<file path="config.mk">
export PLATFORM = sky130hd
export DESIGN_NAME = krps_regs
export DESIGN_NICKNAME = d
export VERILOG_FILES = /design/src/krps_pkg.sv /design/src/krps_regs.sv
export SDC_FILE = /design/constraint.sdc
export NUM_CORES = 1
export LEC_CHECK = 0
export BUFFER_PORTS_ARGS = -buffer_cell sky130_fd_sc_hd__clkbuf_2
export CAP_MARGIN = 30
export CORE_MARGIN = 8
export CORE_UTILIZATION = 50
export CTS_CLUSTER_SIZE = 8
export DETAILED_ROUTE_END_ITERATION = 10
export PLACE_DENSITY = 0.88
export SYNTH_ARGS = -nofsm -noshare
export SYNTH_HDL_FRONTEND = slang
export SYNTH_SLANG_ARGS = --single-unit
</file>
<file path="constraint.sdc">
create_clock -name clk -period 2 [get_ports clk]
set_input_delay 0.4 -clock clk [delete_from_list [all_inputs] [get_ports clk]]
set_output_delay 0.4 -clock clk [all_outputs]
set_load 0.03 [all_outputs]
</file>
<file path="src/krps_pkg.sv">
// Shared types, constants and tables for the kicked rotor phase stepper.
// Used by the register file, controller, datapath and top level; no dependencies.
package krps_pkg;

  localparam int STEP_BITS = 16;
  localparam int CMP_W = (STEP_BITS > 16) ? STEP_BITS : 16;

  localparam logic signed [32:0] CORDIC_K = 33'sd652032874;
  localparam logic signed [23:0] B_Q24 = 24'sd7212011;
  localparam logic [39:0] C_Q43 = 40'd989908258285;
  localparam logic [23:0] FREQ_RESET = 24'd1888100;
  localparam logic [4:0] ROOT_MSB = 5'd20;
  localparam logic [4:0] CORDIC_LAST = 5'd15;
  localparam logic [4:0] DIV_LAST = 5'd23;

  typedef struct packed {
    logic [15:0] kick_one_step;
    logic [15:0] kick_two_step;
    logic [3:0]  kick_one_harmonic;
    logic [3:0]  kick_two_harmonic;
    logic [15:0] kick_one_amplitude;
    logic [15:0] kick_two_amplitude;
    logic [15:0] step_size;
  } cfg_t;

  typedef enum logic [2:0] {
    REG_K1_STEP, REG_K2_STEP, REG_K1_HARM, REG_K2_HARM, REG_K1_AMP, REG_K2_AMP, REG_DT
  } reg_idx_t;

  typedef enum logic [3:0] {
    OP_NONE, OP_LOAD, OP_KANG, OP_CORDIC, OP_KPROD, OP_KSAT, OP_FMUL, OP_RINIT,
    OP_ROOT, OP_DINIT, OP_DIV, OP_FSET, OP_AMUL, OP_AADD, OP_OUT
  } dp_op_t;

  typedef struct packed {
    dp_op_t op;
    logic   kick_sel;
  } dp_cmd_t;

  typedef struct packed {
    logic hit_one;
    logic hit_two;
    logic last;
  } dp_stat_t;

  typedef enum logic [3:0] {
    S_IDLE, S_CHECK, S_KANG, S_CORDIC, S_KPROD, S_KSAT, S_FMUL, S_RINIT,
    S_ROOT, S_DINIT, S_DIV, S_FSET, S_AMUL, S_AADD, S_DONE
  } state_t;

  function automatic logic [22:0] atan_turns(input logic [3:0] idx);
    logic [22:0] v;
    case (idx)
      4'd0: v = 23'd2097152;
      4'd1: v = 23'd1238021;
      4'd2: v = 23'd654136;
      4'd3: v = 23'd332050;
      4'd4: v = 23'd166669;
      4'd5: v = 23'd83416;
      4'd6: v = 23'd41718;
      4'd7: v = 23'd20860;
      4'd8: v = 23'd10430;
      4'd9: v = 23'd5215;
      4'd10: v = 23'd2608;
      4'd11: v = 23'd1304;
      4'd12: v = 23'd652;
      4'd13: v = 23'd326;
      4'd14: v = 23'd163;
      4'd15: v = 23'd81;
      default: v = 23'd0;
    endcase
    return v;
  endfunction

endpackage

</file>
<file path="src/krps_regs.sv">
// APB-style configuration registers for the kicked rotor phase stepper.
// Depends on krps_pkg for the register layout and index codes.
module krps_regs (
  input  logic               clk,
  input  logic               rst,
  input  logic               psel,
  input  logic               penable,
  input  logic               pwrite,
  input  logic [4:0]         paddr,
  input  logic [31:0]        pwdata,
  output logic [31:0]        prdata,
  output logic               pready,
  output krps_pkg::cfg_t     cfg
);

  logic wr;
  krps_pkg::reg_idx_t idx;

  assign pready = 1'b1;
  assign wr = psel && penable && pwrite;
  assign idx = krps_pkg::reg_idx_t'(paddr[4:2]);

  always_ff @(posedge clk) begin
    if (rst) begin
      cfg.kick_one_step      <= 16'd0;
      cfg.kick_two_step      <= 16'd1000;
      cfg.kick_one_harmonic  <= 4'd1;
      cfg.kick_two_harmonic  <= 4'd3;
      cfg.kick_one_amplitude <= 16'd6554;
      cfg.kick_two_amplitude <= 16'd13107;
      cfg.step_size          <= 16'd6554;
    end else if (wr) begin
      case (idx)
        krps_pkg::REG_K1_STEP: cfg.kick_one_step      <= pwdata[15:0];
        krps_pkg::REG_K2_STEP: cfg.kick_two_step      <= pwdata[15:0];
        krps_pkg::REG_K1_HARM: cfg.kick_one_harmonic  <= pwdata[3:0];
        krps_pkg::REG_K2_HARM: cfg.kick_two_harmonic  <= pwdata[3:0];
        krps_pkg::REG_K1_AMP:  cfg.kick_one_amplitude <= pwdata[15:0];
        krps_pkg::REG_K2_AMP:  cfg.kick_two_amplitude <= pwdata[15:0];
        krps_pkg::REG_DT:      cfg.step_size          <= pwdata[15:0];
        default: ;
      endcase
    end
  end

  always_comb begin
    case (idx)
      krps_pkg::REG_K1_STEP: prdata = {16'd0, cfg.kick_one_step};
      krps_pkg::REG_K2_STEP: prdata = {16'd0, cfg.kick_two_step};
      krps_pkg::REG_K1_HARM: prdata = {28'd0, cfg.kick_one_harmonic};
      krps_pkg::REG_K2_HARM: prdata = {28'd0, cfg.kick_two_harmonic};
      krps_pkg::REG_K1_AMP:  prdata = {16'd0, cfg.kick_one_amplitude};
      krps_pkg::REG_K2_AMP:  prdata = {16'd0, cfg.kick_two_amplitude};
      krps_pkg::REG_DT:      prdata = {16'd0, cfg.step_size};
      default:               prdata = 32'd0;
    endcase
  end

endmodule

</file>
### Word-level counts from Yosys, hierarchy flattened

Index checks and enable logic that the tools add are counted.

* $add $sub $neg: 0
* multiply operators: 0
* divide/modulo/power cells: 0
* magnitude comparators: 0
* eq/ne operators: 6
* shift operators: 0
* muxes and demuxes: 1
* bitwise logic cells: 0
* reduce and logical (&&, ||, !) cells: 10

Operators by type and width (number)
* $pmux 16 s7: 1
* $reduce_and 2->1: 7
* $eq 3x3->1 const B: 3
* $eq 3x2->1 const B: 2
* $eq 3x1->1 const B: 1
* $logic_not 3->1: 1
* $logic_and 1x1->1: 2

* register bits: 88
* latch bits: 0
* memory bits (writable): 0
* bits in read-only memories: 0
* bits of input ports: 42
* output and inout bits: 121
* word-level logic and storage cells: 24
* memories: 0

### Depth between registers and ports, before layout

Gate-level depths: netlist of run 1.

* word-level depth: 3
* gate-level depth with buffers: 6
* gate-level depth less buffers: 3

### Worst setup path before layout of run 1

Ideal clock, no wire load.

* kind: input-to-output
* start: input port paddr[2]
* end: output port prdata[1]
* arrival time: 1.850 ns
* data required time: 1.600 ns
* path slack: -0.250 ns
* stages on the path: 5
* buffers on the path: 3
* cell sequence: buf_6 -> buf_4 -> buf_4 -> o221a_2 -> a221oi_1

* cells in the longest elaborated chain, start to end: 2
* elaborated cells between the ends (all ways): 8
* those cells by class: eq/ne (6); mux (1); reduce/logical (1)

RTL lines
* start: declaration: line krps_regs.sv:9 `input logic [4:0] paddr,`
* $eq 3x3->1 (tied with other cells): line krps_regs.sv:47 `case (idx)`
* $pmux 16 s7 (*): line krps_regs.sv:47
* end: declaration: line krps_regs.sv:11 `output logic [31:0] prdata,`

Every way passes the cells marked *; elsewhere a longest branch is shown, timed or not.

### Worst setup path after layout of run 1

* start: input port paddr[2]
* end: output port prdata[7]

The elaborated chain is that of the path after synthesis.

==> results of run 1 <==
how the worst max path moves through the flow:
stage | start | to | slack, ns | cells past startpoint
after floorplan | paddr[2] | prdata[0] | 0.04 | 5
after global placement | paddr[3] | prdata[12] | -0.18 | 5
after detailed placement | paddr[3] | prdata[12] | -0.23 | 5
after CTS | paddr[2] | prdata[0] | -0.01 | 6
after global routing | paddr[3] | prdata[3] | 0.006 | 6
final | paddr[2] | prdata[7] | 0.03 | 6
layout make-up:
type | count | share of cell area [%]
clock inverter | 6 | 2.07
clock buffer | 10 | 2.48
inverter | 4 | 0.270
multi-input combinational | 330 | 43.6
timing repair buffer | 156 | 17.4
sequential | 88 | 31.7
tap | 108 | 2.43
critical path, delay by kind of cell:
kind                   cells  cell delay, ns
buffers and inverters      3            0.48
and+or+nand+nor            1            0.13
AOI/OAI and AO/OA          2            0.55
through the flow:
stage	power [mW]	hold slack [ns]	cells	worst slack, ns	area [um2]
floorplan	2.16	0.548	475	0.0353	4480
global placement	2.28	0.474	685	-0.177	5180
detailed placement	2.29	0.480	685	-0.232	5180
CTS	3.80	0.287	702	-0.0119	5510
global route	3.92	0.295	702	0.00572	5560
finish	3.82	0.299	702	0.0259	5560
cells by family after synthesis:
kind of cell	count (synthesis)
AO/OA/AOI/OAI	67
multiplexers	98
buffers and inverters	57
other	2
flip-flops	88
AND/OR/NAND/NOR	148
power by group:
group          switching [mW]  internal, mW  total [mW]
combinational           0.325         0.185       0.510
clock                   0.663         0.871        1.53
sequential             0.0113          1.76        1.77
total                   0.999          2.82        3.82
layer usage:
layer  up-vias  part of all wire (%)
li1       1842                     -
met1      1948                    39
met2       186                    49
met3        38                   8.3
met4         0                   2.9
met5         -                     0
cell usage in the layout (no fill, tap or decap), types with 2 or more instances in the layout:
cell type  synthesis  layout
mux2_2             7       7
a21oi_1           16      16
o221a_2            4       4
buf_2              9       3
nand2b_4           0       2
nand3_1           16      16
or3_1              2       2
nor3_1             5       5
nor3b_1            7       6
a221oi_2           0       4
a221o_1            7       7
buf_4             24      27
bufinv_16          0       3
dfxtp_1           88      88
nand2b_1          57      55
inv_1              4       4
nor2_1            43      43
o21ai_0           15      15
mux2i_1           91      90
buf_12             0       3
clkbuf_8           0      15
a21o_1             5       5
o31ai_1            3       3
nor2b_4            0       2
a22o_1             7       7
conb_1             2      17
o2bb2ai_1          5       5
buf_6              2       3
clkbuf_2           0     113
nand2_1            4       4
repair_timing:
| item | 4_1_cts | 5_1_grt |
|---|---|---|
| pin swaps | 4 | 3 |
| setup endpoints to repair | 11 | 13 |
| setup buffers | 1 | 0 |
| gates resized for setup | 16 | 25 |
==> impl_metrics.py, run 1 <==
metrics = {
    "die": {
        "ioPinCount": 163,
        "fp.coreArea_um2": 8640,
        "die_y_um": 110,
        "die-area_um2": 12000,
        "num_rows": 34,
        "die_w_um": 110,
        "start_util_pct": 50.9,
    },
    "synth": {
        "synth_simple_gate_area_share_pct": 18.8,
        "ys_seq_area_share_pct": 40.1,
        "yosys.area.top_type": "dfxtp_1",
        "synth_top_area_share_pct": 40.1,
        "ys_async_sr_fraction_pct": 0,
        "syn_inst": 460,
        "synth.cell_area_um2": 4400,
        "yosys-mux-area-fraction_pct": 22.5,
        "synth_top_family_by_area": "multiplexers",
        "synth_commonest_cells": "mux2i_1, dfxtp_1, nand2b_1, nor2_1, buf_4",
        "synth_fa_ha_area_share_pct": 0,
        "synthTopCellsByArea": "dfxtp_1, mux2i_1, nand2b_1",
        "synth.distinct_cells": 38,
        "synth_compound_area_share_pct": 10.9,
        "postSynthAreaPerCell_um2": 9.56,
        "yosysMostFrequentCell": "mux2i_1",
        "ys_warn_count": 0,
        "synthXorXnorAreaFrac_pct": 0,
        "synth_seq_cells": 88,
        "synth_ff_type": "dfxtp_1",
        "synth_edf_count": 0,
    },
    "worst_setup_path": {
        "r2r_setup_slack_ns": 1.23,
        "slowest_stage": "a221o_1",
        "r2r-start": "cfg[23]",
        "cp-end-kind": "primary output",
        "worstPathArrival_ns": 1.57,
        "r2r_cells": 2,
        "r2r_end": "cfg[23]",
        "crit_type": "input port to primary output",
        "cp_slowest_stage_delay_ns": 0.33,
        "cp_cell_sequence": "buf_4 > nor2b_4 > buf_4 > a22o_1 > a221o_1 > buf_2",
        "crit_fanout": 5,
        "cp.required_ns": 1.60,
        "cpMostUsedCell": "buf_4",
        "worst_setup_path_start_kind": "input port",
    },
    "global_routing": {
        "antenna_found_initial": 0,
        "grt_busiest_layer": "met2",
        "grt_pass1_vias": 4046,
        "grtUsageMet3_pct": 6.51,
        "use_met2_pct": 39.0,
        "grt_overflow": 0,
        "grt_pass1_wl_um": 20800,
        "grt_max_degree": 79,
        "met1_usage_pct": 25.3,
        "track_usage_pct": 22.5,
    },
    "power_and_ir_drop": {
        "ir_worst_vdd_mv": 0.405,
        "power_density_nw_per_um2": 687,
        "p_leak_nw": 2.73,
    },
    "cts": {
        "cts_made_buffers": 9,
        "clockRootBuffer": "clkbuf_8",
        "clk_latency_ns": 0.36,
        "tritoncts": "done",
        "cts.htree.levels": 3,
        "clk_pin_slew_worst_paths_ns": 0.08,
        "clock_sinks": 88,
        "clk_path_buf_depth": 2,
        "ctsHoldBuffers": 0,
    },
    "placed_design": {
        "io_buffers": 127,
        "dp.final_hpwl_um": 10300,
        "place.gp.congestion": 0.839,
    },
    "final_layout": {
        "postLayoutCoreUtil_pct": 64.3,
        "final_layout_size_suffix_gt1_share_pct": 33.5,
        "largest_register_ffs": 88,
        "diodes": 0,
        "largest_register": "cfg",
        "area.growth.synth_to_final_pct": 26.4,
        "fin_nets": 631,
        "multi_input_area_um2": 2420,
        "seq_area_um2": 1760,
        "fillCellCount": 736,
        "reg_top3": "cfg (88)",
    },
    "routing": {
        "wl_per_cell_um": 19.6,
        "vias": 4014,
        "drt_iter0_drc": 202,
        "routed_wl_um": 13800,
        "vias_per_cell": 5.72,
        "drc": 0,
        "drtPass1Iterations": 5,
        "ant_nets": 0,
    },
    "sta": {
        "hold_viol": 0,
        "slew_violations": 0,
        "period_share_pct": 98.7,
        "final.setup.tns_ns": 0,
        "finalSetupViolCount": 0,
        "clock_skew_ns": 0,
        "fmax_mhz": 507,
        "min_period_ns": 1.97,
        "rsz0062_at_grt": "false",
    },
    "hold_path": {
        "holdPathStages": 3,
        "hp-start": "pwdata[8]",
        "min_to": "cfg[80]",
        "hold_class": "input port to flip-flop",
    },
    "run": {
        "max-cap-violations": 0,
    },
    "outcome": {
        "status": "complete, no violations",
    },
}
Power figures use the tool's default switching activity.
==> inputs of run 2 (changes only) <==
GPL_TIMING_DRIVEN = 0   (was not set)
==> impl_metrics.py, run 2 (synthesized netlist as in run 1, its figures left out) <==
metrics = {
    "outcome": {
        "status": "complete, no violations",
    },
    "worst_setup_path": {
        "cp_slowest_stage_delay_ns": 0.36,
        "cp.required_ns": 1.60,
        "cp-end-kind": "primary output",
        "worst_setup_path_start_kind": "input port",
        "crit_fanout": 10,
        "critPathBufInv": 3,
        "cp_top_family": "compound AO/OA/AOI/OAI gates",
        "r2r_setup_slack_ns": 1.24,
        "crit_type": "input port to primary output",
        "slowest_stage": "a221o_1",
        "cp_cell_sequence": "buf_8 > nor2b_4 > buf_6 > a22o_1 > a221o_1 > clkbuf_8",
        "worstPathArrival_ns": 1.58,
    },
    "placed_design": {
        "place.gp.congestion": 0.906,
        "io_buffers": 126,
        "dp.final_hpwl_um": 11600,
        "placement.cell_area_um2": 5240,
    },
    "die": {
        "start_util_pct": 50.9,
        "die-area_um2": 12000,
        "ioPinCount": 163,
        "num_rows": 34,
        "die_w_um": 110,
        "die_y_um": 110,
        "fp.coreArea_um2": 8640,
    },
    "sta": {
        "period_share_pct": 98.9,
        "fmax_mhz": 506,
        "slew_headroom_pct": 54.0,
        "clock_skew_ns": 0,
        "holdWs_ns": 0.293,
        "worst-slew-pin-transition_ns": 0.690,
        "min_period_ns": 1.98,
        "hold_viol": 0,
        "finalSetupViolCount": 0,
        "slew_violations": 0,
    },
    "final_layout": {
        "reg_top3": "cfg (88)",
        "mostFrequentLayoutCell": "clkbuf_2",
        "largest_register": "cfg",
        "stdcell_area_um2": 5680,
        "most-common-layout-cells": "clkbuf_2, mux2i_1, dfxtp_1",
        "fin_nets": 655,
        "seq_area_um2": 1760,
        "largest_register_ffs": 88,
        "multi_input_area_um2": 2490,
        "area.growth.synth_to_final_pct": 29.3,
        "diodes": 0,
        "final_layout_size_suffix_gt1_share_pct": 34.3,
        "fillCellCount": 680,
    },
    "routing": {
        "wl_per_cell_um": 22.5,
        "drt_iter0_drc": 468,
        "ant_nets": 0,
        "drc": 0,
        "drtPass1Iterations": 6,
        "routed_wl_um": 16300,
        "vias": 4359,
        "vias_per_cell": 6.00,
    },
    "global_routing": {
        "antenna_found_initial": 0,
        "grt_pass1_wl_um": 24300,
        "grt_overflow": 0,
        "track_usage_pct": 26.8,
        "grt_max_degree": 14,
        "grt_pass1_vias": 4440,
    },
    "hold_path": {
        "hold_class": "input port to flip-flop",
    },
    "power_and_ir_drop": {
        "ir_worst_vdd_mv": 0.339,
        "p_leak_nw": 2.80,
        "power_density_nw_per_um2": 623,
    },
    "cts": {
        "clock_sinks": 88,
        "clockRootBuffer": "clkbuf_8",
        "cts.htree.levels": 3,
        "clk_pin_slew_worst_paths_ns": 0.09,
        "tritoncts": "done",
        "cts_made_buffers": 9,
        "clk_latency_ns": 0.36,
        "clk_path_buf_depth": 2,
    },
    "run": {
        "max-cap-violations": 0,
    },
}
[run 2: worst register-to-register path: stages, from the launching register on]
cell and delay (ns):
dfxtp_1 0.37, inv_1 0.09, o31ai_1 0.22
[run 2: final timing paths]
kind | startpoint | to | cells after the start
worst min-delay path | pwdata[8] | cfg[80] | 3
worst max-delay path | paddr[2] | prdata[9] | 6
worst max register to register | cfg[18] | cfg[18] | 2
worst min register to register | cfg[71] | cfg[71] | 2
[run 2: stage by stage]
step	power [mW]	setup WS [ns]	TNS, ns	utilization (%)	instances
3_3_place_gp	2.31	-0.227	-2.48	60.7	709
3_5_place_dp	2.32	-0.270	-3.03	60.7	709
4_1_cts	3.51	0.0168	0	65.2	726
2_1_floorplan	2.16	0.0353	0	-	475
6_report	3.54	0.0223	0	65.8	726
5_1_grt	3.62	-0.00646	-0.00646	65.8	726
[run 2: power breakdown]
group / internal [mW] / switching [mW]
clock: 0.549 / 0.637
sequential: 1.76 / 0.0120
combinational: 0.212 / 0.367
[run 2: area by class of cell]
type | instances | share of cell area (%)
clock buffers | 13 | 2.97
inverters | 4 | 0.264
repair buffers | 128 | 12.5
plain buffers | 52 | 6.76
clock inverters | 3 | 0.264
multi-input cells | 330 | 43.8
flip-flops and latches | 88 | 31.1
well taps | 108 | 2.38
[run 2: per-layer routing]
layer / share of wire [%] / global-route usage, % / up-vias / routed length (um)
met3: 13 / 8.32 / 65 / 2080
li1: - / - / 1895 / -
met2: 47 / 43.8 / 373 / 7750
met4: 3.6 / 12.4 / 0 / 582
met1: 36 / 31.5 / 2026 / 5920
met5: 0 / 0 / - / 0
[run 2: repair_timing]
item                                    in CTS  in global routing
pin swaps                                    1                  1
endpoints found under the setup margin      16                 12
gates resized for setup                     44                 18
gates cloned                                 1                  0
hold buffers                                 0                  0
setup buffers                                1                  0
