`config.mk`:
```
export PLATFORM = sky130hd
export DESIGN_NAME = krps_ctrl
export DESIGN_NICKNAME = d
export VERILOG_FILES = /design/src/krps_pkg.sv /design/src/krps_ctrl.sv
export SDC_FILE = /design/constraint.sdc
export NUM_CORES = 1
export LEC_CHECK = 0
export BUFFER_PORTS_ARGS = -buffer_cell sky130_fd_sc_hd__buf_2
export CORE_MARGIN = 2
export CORE_UTILIZATION = 30
export CTS_CLUSTER_DIAMETER = 120
export CTS_CLUSTER_SIZE = 20
export DETAILED_ROUTE_END_ITERATION = 8
export GPL_TIMING_DRIVEN = 0
export PLACE_DENSITY_LB_ADDON = 0.05
export SETUP_SLACK_MARGIN = 0.4
export SYNTH_ARGS = -nofsm -noshare
export SYNTH_HDL_FRONTEND = slang
export SYNTH_SLANG_ARGS = --single-unit
```
`constraint.sdc`:
```
create_clock -name clk -period 4.65 [get_ports clk]
set_clock_uncertainty 0.2 [all_clocks]
set_input_delay 0.2325 -clock clk [delete_from_list [all_inputs] [get_ports clk]]
set_output_delay 0.2325 -clock clk [all_outputs]
set_load 0.05 [all_outputs]
```
`src/krps_pkg.sv`:
```
// Shared types, constants and tables for the kicked rotor phase stepper.
// Used by the register file, controller, datapath and top level; no dependencies.
package krps_pkg;

  localparam int STEP_BITS = 16;
  localparam int CMP_W = (STEP_BITS > 16) ? STEP_BITS : 16;

  localparam logic signed [32:0] CORDIC_K = 33'sd652032874;
  localparam logic signed [23:0] B_Q24 = 24'sd7212011;
  localparam logic [39:0] C_Q43 = 40'd989908258285;
  localparam logic [23:0] FREQ_RESET = 24'd1888100;
  localparam logic [4:0] ROOT_MSB = 5'd20;
  localparam logic [4:0] CORDIC_LAST = 5'd15;
  localparam logic [4:0] DIV_LAST = 5'd23;

  typedef struct packed {
    logic [15:0] kick_one_step;
    logic [15:0] kick_two_step;
    logic [3:0]  kick_one_harmonic;
    logic [3:0]  kick_two_harmonic;
    logic [15:0] kick_one_amplitude;
    logic [15:0] kick_two_amplitude;
    logic [15:0] step_size;
  } cfg_t;

  typedef enum logic [2:0] {
    REG_K1_STEP, REG_K2_STEP, REG_K1_HARM, REG_K2_HARM, REG_K1_AMP, REG_K2_AMP, REG_DT
  } reg_idx_t;

  typedef enum logic [3:0] {
    OP_NONE, OP_LOAD, OP_KANG, OP_CORDIC, OP_KPROD, OP_KSAT, OP_FMUL, OP_RINIT,
    OP_ROOT, OP_DINIT, OP_DIV, OP_FSET, OP_AMUL, OP_AADD, OP_OUT
  } dp_op_t;

  typedef struct packed {
    dp_op_t op;
    logic   kick_sel;
  } dp_cmd_t;

  typedef struct packed {
    logic hit_one;
    logic hit_two;
    logic last;
  } dp_stat_t;

  typedef enum logic [3:0] {
    S_IDLE, S_CHECK, S_KANG, S_CORDIC, S_KPROD, S_KSAT, S_FMUL, S_RINIT,
    S_ROOT, S_DINIT, S_DIV, S_FSET, S_AMUL, S_AADD, S_DONE
  } state_t;

  function automatic logic [22:0] atan_turns(input logic [3:0] idx);
    logic [22:0] v;
    case (idx)
      4'd0: v = 23'd2097152;
      4'd1: v = 23'd1238021;
      4'd2: v = 23'd654136;
      4'd3: v = 23'd332050;
      4'd4: v = 23'd166669;
      4'd5: v = 23'd83416;
      4'd6: v = 23'd41718;
      4'd7: v = 23'd20860;
      4'd8: v = 23'd10430;
      4'd9: v = 23'd5215;
      4'd10: v = 23'd2608;
      4'd11: v = 23'd1304;
      4'd12: v = 23'd652;
      4'd13: v = 23'd326;
      4'd14: v = 23'd163;
      4'd15: v = 23'd81;
      default: v = 23'd0;
    endcase
    return v;
  endfunction

endpackage

```
`src/krps_ctrl.sv`:
```
// Controller of the kicked rotor phase stepper: sequences load, kicks,
// frequency update and advance, and owns the input and output handshakes.
// Depends on krps_pkg.
module krps_ctrl (
  input  logic                   clk,
  input  logic                   rst,
  input  logic                   in_valid,
  input  logic                   cmd,
  output logic                   in_ready,
  output logic                   out_valid,
  input  logic                   out_ready,
  input  krps_pkg::dp_stat_t     stat,
  output krps_pkg::dp_cmd_t      dp_cmd
);

  krps_pkg::state_t state, state_next;
  logic is_load, is_load_next;
  logic kick_sel, kick_sel_next;
  logic out_valid_next;

  always_ff @(posedge clk) begin
    if (rst) begin
      state     <= krps_pkg::S_IDLE;
      is_load   <= 1'b0;
      kick_sel  <= 1'b0;
      out_valid <= 1'b0;
    end else begin
      state     <= state_next;
      is_load   <= is_load_next;
      kick_sel  <= kick_sel_next;
      out_valid <= out_valid_next;
    end
  end

  always_comb begin
    state_next    = state;
    is_load_next  = is_load;
    kick_sel_next = kick_sel;
    case (state)
      krps_pkg::S_IDLE: begin
        if (in_valid) begin
          is_load_next = !cmd;
          state_next = cmd ? krps_pkg::S_CHECK : krps_pkg::S_FMUL;
        end
      end
      krps_pkg::S_CHECK: begin
        if (stat.hit_one) begin
          kick_sel_next = 1'b0;
          state_next = krps_pkg::S_KANG;
        end else if (stat.hit_two) begin
          kick_sel_next = 1'b1;
          state_next = krps_pkg::S_KANG;
        end else begin
          state_next = krps_pkg::S_AMUL;
        end
      end
      krps_pkg::S_KANG:   state_next = krps_pkg::S_CORDIC;
      krps_pkg::S_CORDIC: if (stat.last) state_next = krps_pkg::S_KPROD;
      krps_pkg::S_KPROD:  state_next = krps_pkg::S_KSAT;
      krps_pkg::S_KSAT:   state_next = krps_pkg::S_FMUL;
      krps_pkg::S_FMUL:   state_next = krps_pkg::S_RINIT;
      krps_pkg::S_RINIT:  state_next = krps_pkg::S_ROOT;
      krps_pkg::S_ROOT:   if (stat.last) state_next = krps_pkg::S_DINIT;
      krps_pkg::S_DINIT:  state_next = krps_pkg::S_DIV;
      krps_pkg::S_DIV:    if (stat.last) state_next = krps_pkg::S_FSET;
      krps_pkg::S_FSET: begin
        if (is_load) begin
          state_next = krps_pkg::S_DONE;
        end else if (!kick_sel && stat.hit_two) begin
          kick_sel_next = 1'b1;
          state_next = krps_pkg::S_KANG;
        end else begin
          state_next = krps_pkg::S_AMUL;
        end
      end
      krps_pkg::S_AMUL: state_next = krps_pkg::S_AADD;
      krps_pkg::S_AADD: state_next = krps_pkg::S_DONE;
      krps_pkg::S_DONE: if (!out_valid || out_ready) state_next = krps_pkg::S_IDLE;
      default: state_next = krps_pkg::S_IDLE;
    endcase
  end

  always_comb begin
    in_ready        = 1'b0;
    dp_cmd.op       = krps_pkg::OP_NONE;
    dp_cmd.kick_sel = kick_sel;
    out_valid_next  = out_valid && !out_ready;
    case (state)
      krps_pkg::S_IDLE: begin
        in_ready = 1'b1;
        if (in_valid && !cmd) dp_cmd.op = krps_pkg::OP_LOAD;
      end
      krps_pkg::S_KANG: begin
        dp_cmd.op = krps_pkg::OP_KANG;
      end
      krps_pkg::S_CORDIC: dp_cmd.op = krps_pkg::OP_CORDIC;
      krps_pkg::S_KPROD:  dp_cmd.op = krps_pkg::OP_KPROD;
      krps_pkg::S_KSAT:   dp_cmd.op = krps_pkg::OP_KSAT;
      krps_pkg::S_FMUL:   dp_cmd.op = krps_pkg::OP_FMUL;
      krps_pkg::S_RINIT:  dp_cmd.op = krps_pkg::OP_RINIT;
      krps_pkg::S_ROOT:   dp_cmd.op = krps_pkg::OP_ROOT;
      krps_pkg::S_DINIT:  dp_cmd.op = krps_pkg::OP_DINIT;
      krps_pkg::S_DIV:    dp_cmd.op = krps_pkg::OP_DIV;
      krps_pkg::S_FSET:   dp_cmd.op = krps_pkg::OP_FSET;
      krps_pkg::S_AMUL:   dp_cmd.op = krps_pkg::OP_AMUL;
      krps_pkg::S_AADD:   dp_cmd.op = krps_pkg::OP_AADD;
      krps_pkg::S_DONE: begin
        if (!out_valid || out_ready) begin
          dp_cmd.op = krps_pkg::OP_OUT;
          out_valid_next = 1'b1;
        end
      end
      default: ;
    endcase
  end

  a_out_from_done: assert property (@(posedge clk) disable iff (rst)
    $rose(out_valid) |-> $past(state == krps_pkg::S_DONE))
    else $error("output word loaded outside the done state");

  a_hold_full_out: assert property (@(posedge clk) disable iff (rst)
    (state == krps_pkg::S_DONE && out_valid && !out_ready) |=> state == krps_pkg::S_DONE)
    else $error("result left done state while output word still held");

  a_load_path: assert property (@(posedge clk) disable iff (rst)
    (state == krps_pkg::S_IDLE && in_valid && !cmd) |=> state == krps_pkg::S_FMUL)
    else $error("load word did not go to the frequency update");

endmodule

```
== Word-level counts from Yosys, hierarchy flattened ==
Cells that the tools add are included.

* Logic and storage cells: 61
* Input bits: 8
* Register bits after elaboration: 7
* Output and inout port bits: 7

* Reductions and logical operators: 13
* Equal/unequal tests: 22
* Mux-type cells: 22

{| class="wikitable"
|+ Operators by type and width
! kind !! count
|-
| 4-bit one-hot mux with 15 select lines || 1
|-
| 4-bit one-hot mux with 14 select lines || 1
|-
| 4-bit 2-to-1 mux || 10
|-
| 4-bit == test, second input constant || 7
|-
| 4-bit by 3-bit == test with 1-bit output, second input constant || 4
|-
| 2-bit != test, second input constant || 7
|-
| 4-bit by 2-bit == test with 1-bit output, second input constant || 2
|-
| 1-bit 2-to-1 mux || 8
|-
| 5-bit AND reduction || 1
|-
| 4-bit by 1-bit == test with 1-bit output, second input constant || 1
|-
| 1-bit logical NOT || 4
|-
| 4-bit logical NOT || 1
|-
| 4-bit AND reduction || 1
|-
| 1-bit logical AND || 3
|-
| 3-bit 2-to-1 mux || 1
|-
| 3-bit != test, second input constant || 1
|-
| 1-bit one-hot mux with 2 select lines || 1
|-
| 2-bit AND reduction || 1
|-
| 2-bit nonzero test || 1
|-
| 1-bit logical OR || 1
|}

== Longest topological paths before layout ==
Gate-level depths: netlist of the first run.

* Depth after elaboration: 5
* Depth in mapped cells: 6
* Depth with buffers taken out: 4

== Least setup slack after synthesis of the first run ==
No wires, ideal clock.

* Kind: register to output
* From: register state[1]
* To: output dp_cmd[1] (netlist bit)
* Setup slack: 1927 ps
* Arrival time: 2291 ps
* Data required time: 4218 ps
* Cell stages (with the launch flop): 6
* Buffers on the path: 1
* Path through: dfxtp_1 buf_6 or3_4 nor2_4 nand2_1 o21ai_0

{| class="wikitable"
|+ RTL lines
! element !! line !! RTL
|-
| start, declared || krps_ctrl.sv:16 || <nowiki>krps_pkg::state_t state, state_next;</nowiki>
|-
| start signal, assigned || krps_ctrl.sv:23 || <nowiki>state <= krps_pkg::S_IDLE;</nowiki>
|-
| start signal, assigned || krps_ctrl.sv:28 || <nowiki>state <= state_next;</nowiki>
|-
| end, declared || krps_ctrl.sv:13 || <nowiki>output krps_pkg::dp_cmd_t dp_cmd</nowiki>
|}

==> results of run 1 <==
## worst max-delay path, cell delays in order (launching register included)
cell	delay (ns)
dfxtp_1	0.32
buf_6	0.14
or3_4	0.39
nor2_4	0.11
nand2_1	0.06
o21ai_0	0.12
buf_2	0.28
## what timing repair did
item	CTS	global route
hold buffers	1	0
endpoints found under the setup margin	0	0
hold endpoints to repair	1	0
## cells in the mapped netlist, types with 2 or more instances
master,instances,area [µm²]
buf_6,2,22.52
o31a_1,2,17.52
nand3_1,3,15.01
nand2_1,5,18.77
nand2b_1,3,18.77
a22oi_1,2,15.01
o311a_1,2,20.02
nor2_1,7,26.28
buf_4,2,15.01
o21ba_2,2,20.02
a21oi_1,7,35.03
buf_2,2,10.01
dfxtp_1,7,140.1
inv_1,5,18.77
nor3_1,3,15.01
a311oi_1,2,17.52
or3_1,2,12.51
o21ai_0,3,15.01
o22ai_1,3,18.77
## layout make-up
cell class	instances	area (µm²)
Clock buffer	3	22.52
Clock inverter	1	5.005
Tap cell	27	33.78
Sequential cell	7	140.1
Fill cell	237	1191
Multi-Input combinational cell	63	419.2
Buffer	6	47.55
Timing Repair Buffer	15	80.08
Inverter	6	22.52
## metal layers
layer	wire, µm	global-route usage
met5	0	0
met4	36	0.06019
met3	115	0.06061
met2	716	0.2311
met1	817	0.1948
## power groups by stage
stage | registers [W] | clock network (W) | logic [W]
final | 0.0000928 | 0.0000573 | 0.000337
after global routing | 0.0000954 | 0.0000643 | 0.000365
after CTS | 0.0000930 | 0.0000602 | 0.000336
after detailed placement | 0.0000943 | 0 | 0.000333
after global placement | 0.0000945 | 0 | 0.000338
after floorplan | 0.0000898 | 0 | 0.000275
## flip-flops by register name (all words and copies together) (netlist names)
name and cells:
out_valid 1, kick_sel 1, is_load 1, state 4
## worst max-delay path by stage
stage          slack [ns]   endpoint      from  cells after the start
2_1_floorplan        1.93  dp_cmd[1]  state[1]                      5
3_3_place_gp         2.82  dp_cmd[1]  state[1]                      6
3_5_place_dp         2.82  dp_cmd[1]  state[1]                      6
4_1_cts              2.52  dp_cmd[1]  state[1]                      6
5_1_grt              2.40  dp_cmd[1]  state[1]                      6
6_report             2.54  dp_cmd[1]  state[1]                      6
## stage by stage
stage          power [W]  hold WS, ns  setup slack (ns)  cell area, µm²
2_1_floorplan  0.0003645       0.1016             1.927           629.4
6_report       0.0004872      0.02682             2.540           770.7
3_3_place_gp   0.0004329       0.2791             2.822           733.2
5_1_grt        0.0005244      0.05216             2.405           770.7
3_5_place_dp   0.0004268       0.2816             2.820           733.2
4_1_cts        0.0004891      0.01350             2.520           770.7
## cells by family after synthesis
family / Yosys count
AND/OR/NAND/NOR: 31
buffers and inverters: 12
flip-flops: 7
AO/OA/AOI/OAI: 32
==> impl_metrics.tcl, run 1 <==
set metrics [dict create \
    timing.rr.end "state[2]" \
    power_frac_clock 0.118 \
    grt_max_degree 11 \
    yosysWarnings 0 \
    min_path_type "in -> reg" \
    start_util 0.3208 \
    ir_drop_mv 0.2991 \
    syn_avg_cell_area_um2 7.675 \
    hold_end "is_load" \
    cts_buffers 3 \
    grt-ovfl-total 0 \
    grt_pass1_vias 656 \
    diodes 0 \
    final_common_cell "buf_2" \
    worstPathRequired_ns 4.22 \
    arrival_ns 1.68 \
    critPathKind "reg -> out" \
    p_int_w 0.0002346 \
    die_x_um 49.80 \
    reg2reg_slack_ns 2.93 \
    syn-instance-count 82 \
    wirelength_um 1685 \
    r2r_cells 4 \
    instances_no_fill 128 \
    holdPathStages 2 \
    rows 16 \
    max_slew_margin 0.6850 \
    clock-root-buffer "clkbuf_4" \
    syn2layout_area_growth_pct 22.47 \
    clkTransAtPathRegs_ns 0.05 \
    max_freq_ghz 0.4739 \
    antenna_found_initial 0 \
    layout-drive-gt1-share 0.3168 \
    worst_setup_path_end_kind "output pin" \
    fin_crit_sh 0.4538 \
    postCtsSetupBuffers 0 \
    period_minus_slack_ns 2.110 \
    pin_count 15 \
    coreArea_um2 1962 \
    p_sw_w 0.0002526 \
    hp-start "in_valid" \
    cp-start-kind "flip-flop" \
    final_util 0.3929 \
    clockBufferDepth 2 \
    cts_sinks 7 \
    cts_tree "built" \
    syn_area_um2 629.4 \
    die_y_um 49.80 \
    grt_pass1_wl_um 2904 \
    setup_tns_ns 0 \
    r2r_start "state[3]" \
    synthFlopType "dfxtp_1" \
    track_usage 0.1535 \
    routedWlPerCell_um 13.16 \
    drv_cap 0 \
    die-area_um2 2480 \
    insertion_delay_ns 0.26 \
    muxShareOfSynthArea 0 \
    synth_top_family_by_area "compound AO/OA/AOI/OAI gates" \
    layout.nets 110 \
    vias_per_cell 5.438 \
    netlist-cell-type-count 37 \
    async_reset_ff_frac 0 \
    hpwl_um 1248 \
    p_leak_nw 0.3053 \
    drc_errors 0 \
    hold_violations 0 \
    synth_compound_area_frac 0.3757 \
    drt_iter0_markers 27 \
    ant_nets 0 \
    htree_num_levels 1 \
    ctsResizeCount 0 \
    seq_area_frac_synth 0.2227 \
    synth_xor_area_frac 0 \
    rsz0062_at_grt "no" \
    crit_fanout 10 \
    io_buffers 14 \
    synthAdderAreaFrac 0 \
    synthesis.nets 90 \
    placed_cells 123 \
    mostFrequentLayoutCells "buf_2, nor2_1, a21oi_1, dfxtp_1" \
    first_pass_iters 5 \
    finalSetupViolCount 0 \
    p_sw_frac 0.5185 \
    vias 696 \
    gp_congestion 0.7550 \
    synth_edf_count 0 \
    status "complete, no violations" \
    ys_ff_latch 7 \
    powerDensity_nw_per_um2 632.1 \
    comb_power_share 0.692 \
    synth-simple-area-share 0.2903 \
    p_seq_frac 0.191 \
    slew_viol_final 0 \
    worstMarginPinSlew_ns 0.4682 \
]
Note: power is estimated with default switching activity, not from simulation.
==> run 2: changes to the inputs <==
- ABC_AREA: not set -> 1
- clock period: 4.65 -> 1.8 ns (I/O delays scaled with it)
==> run 2 against run 1 <==
  * The run now ends with negative hold slack left
  * Combinational power grew to 4.0 times the previous value
  * Count of clock-buffer cells in the layout grew 1
  * Utilization grew 16 points
  * Non-clock buffer count grew 17
  * Critical path depth grew 2
  * Wire length grew 17%
  * Register-to-register slack lost 2.7 ns
  * Synthesized area shrank 3.2%
  * Worst setup slack lost 2.4 ns
  * Design area grew 39%
  * Largest power group unchanged
  * Highest routed layer unchanged
==> impl_metrics.tcl, run 2 <==
set metrics [dict create \
    p_sw_frac 0.5257 \
    synth.top_cell.area_share 0.2300 \
    finalSetupViolCount 0 \
    p_int_w 0.0008409 \
    grt_pass1_wl_um 3125 \
    dpl_cell_area_um2 745.7 \
    yosysMostFrequentCell "nand2_1" \
    largest_reg_flops 4 \
    slowest_delay_ns 0.38 \
    cts_sinks 7 \
    clockBufferDepth 2 \
    critPathKind "reg -> out" \
    syn-instance-count 110 \
    synthTopCellsByCount "nand2_1, nor2_1, inv_1" \
    track_usage 0.1656 \
    cp-start-kind "flip-flop" \
    rows 16 \
    vias 812 \
    first_pass_iters 4 \
    synthesis.nets 118 \
    die-area_um2 2407 \
    max_freq_ghz 0.6032 \
    arrival_ns 1.37 \
    period_minus_slack_ns 1.658 \
    min_path_type "in -> reg" \
    coreArea_um2 1942 \
    synthFlopType "dfxtp_1" \
    die_y_um 49.07 \
    instances_no_fill 177 \
    syn2layout_area_growth_pct 75.36 \
    clock-root-buffer "clkbuf_4" \
    gp_congestion 0.8622 \
    violations "negative hold slack" \
    vias_per_cell 4.588 \
    syn_area_um2 609.3 \
    mostFrequentLayoutCells "nand2_1, buf_4, nor2_1" \
    synth_edf_count 0 \
    max_slew_margin 0.8369 \
    diodes 0 \
    ir_drop_mv 0.8794 \
    slew_viol_final 0 \
    async_reset_ff_frac 0 \
    reg2reg_slack_ns 0.28 \
    start_util 0.3138 \
    ant_nets 0 \
    routedWlPerCell_um 11.15 \
    ys_ff_latch 7 \
    p_leak_nw 0.5411 \
    grt_pass1_vias 735 \
    placed_cells 151 \
    fill_cells 205 \
    comb_power_share 0.759 \
    worst_setup_path_end_kind "output pin" \
    setup_tns_ns 0 \
    cts_buffers 3 \
    fin_crit_sh 0.9209 \
    grt-ovfl-total 0 \
    cts_tree "built" \
    p_sw_w 0.0009319 \
    regMostFlops "state" \
    worstMarginPinSlew_ns 0.2463 \
    clkTransAtPathRegs_ns 0.06 \
    antenna_found_initial 0 \
    yosys-top-cells-area "dfxtp_1, nand2_1, nor2_1, nand3_1, inv_1" \
    wirelength_um 1973 \
    drt_iter0_markers 7 \
    final_common_cell "nand2_1" \
    grt_max_degree 8 \
    worstPathRequired_ns 1.51 \
    cp_slowest_cell "dfxtp_4" \
    yosysTopAreaCell "dfxtp_1" \
    hold_ws_ns -0.04570 \
    power_frac_clock 0.082 \
    p_seq_frac 0.159 \
    powerDensity_nw_per_um2 1659 \
    insertion_delay_ns 0.25 \
    status "finished, violations left" \
    pin_count 15 \
    hpwl_um 1274 \
    htree_num_levels 1 \
    seq_area_frac_synth 0.2300 \
    syn_avg_cell_area_um2 5.539 \
    final_util 0.5503 \
    crit_chain "inv_4, nand2_4, nor2_4, o21ai_2, nand2_1, inv_2, o211ai_1, buf_4" \
    crit_fanout 5 \
    yosysWarnings 0 \
    die_x_um 49.07 \
    layout.nets 159 \
    finalInstanceArea_um2 1069 \
    drc_errors 0 \
    rsz0062_at_grt "yes" \
    cts_hold_buf 5 \
    io_buffers 14 \
    drv_cap 0 \
    netlist-cell-type-count 15 \
    hold_violations 1 \
    layout-drive-gt1-share 0.4933 \
]
-- run 2: cell types whose count changed in the layout (fill, tap and decap cells not counted), sizes merged, moves of 3 or more --
cell         change
nand2           +35
nand3            +7
dlygate4sd3      +4
nor2            +10
o22ai            -3
nor3             -3
inv             +11
or3              -3
nand2b           -3
buf             +13
o21ai            +3
-- run 2: cell type report --
type | instances | area, µm² | area share
Clock buffer | 4 | 26.28 | 0.02459
Sequential cell | 7 | 156.4 | 0.1464
Multi-Input combinational cell | 84 | 478.0 | 0.4473
Inverter | 17 | 68.82 | 0.06440
Tap cell | 27 | 33.78 | 0.03162
Timing Repair Buffer | 36 | 282.8 | 0.2646
Buffer | 2 | 22.52 | 0.02108
-- run 2: cells by family after synthesis --
logic type	count (synthesis)	share of synthesized area
DFF	7	0.2300
and+or+nand+nor	68	0.5010
buffers and inverters	19	0.1294
AOI/OAI and AO/OA	16	0.1396
-- run 2: layer usage --
metal / track usage / vias to the layer above / share of wire
li1: - / 429 / -
met1: 0.2264 / 365 / 0.46
met2: 0.2658 / 14 / 0.50
met3: 0.009202 / 4 / 0.030
met4: 0.07619 / 0 / 0.011
met5: 0 / - / 0
-- run 2: worst max-delay path: cells and delay by family (launching register included) --
kind	cells	cell delay, ns
and+or+nand+nor	3	0.23
DFF	1	0.38
buffers and inverters	3	0.36
AOI/OAI and AO/OA	2	0.15
-- run 2: per-stage QoR --
stage	total power, W	setup slack, ns
after floorplan	0.001009	0.2359
after global placement	0.001192	0.1658
after detailed placement	0.001189	0.1655
after CTS	0.001650	0.1278
after global routing	0.001895	0.02879
final	0.001773	0.1423
-- run 2: final timing paths --
kind,from,endpoint,depth (start not counted)
worst max-delay path,state[0],dp_cmd[2],8
worst min-delay path,cmd,is_load,4
worst max register to register,state[1],state[2],11
worst min register to register,is_load,is_load,2
-- run 2: repair_timing --
action | 4_1_cts | 5_1_grt
setup endpoints to repair | 9 | 10
gates resized for setup | 27 | 14
pin swaps | 8 | 10
hold endpoints to repair | 7 | 1
buffers inserted | 11 | 6
-- run 2: power groups by stage --
stage / clock network, W / registers (W) / logic [W]
after detailed placement: 0 / 0.000265 / 0.000924
final: 0.000146 / 0.000282 / 0.00134
after floorplan: 0 / 0.000254 / 0.000756
after global routing: 0.000164 / 0.000287 / 0.00144
after global placement: 0 / 0.000265 / 0.000927
after CTS: 0.000152 / 0.000271 / 0.00123
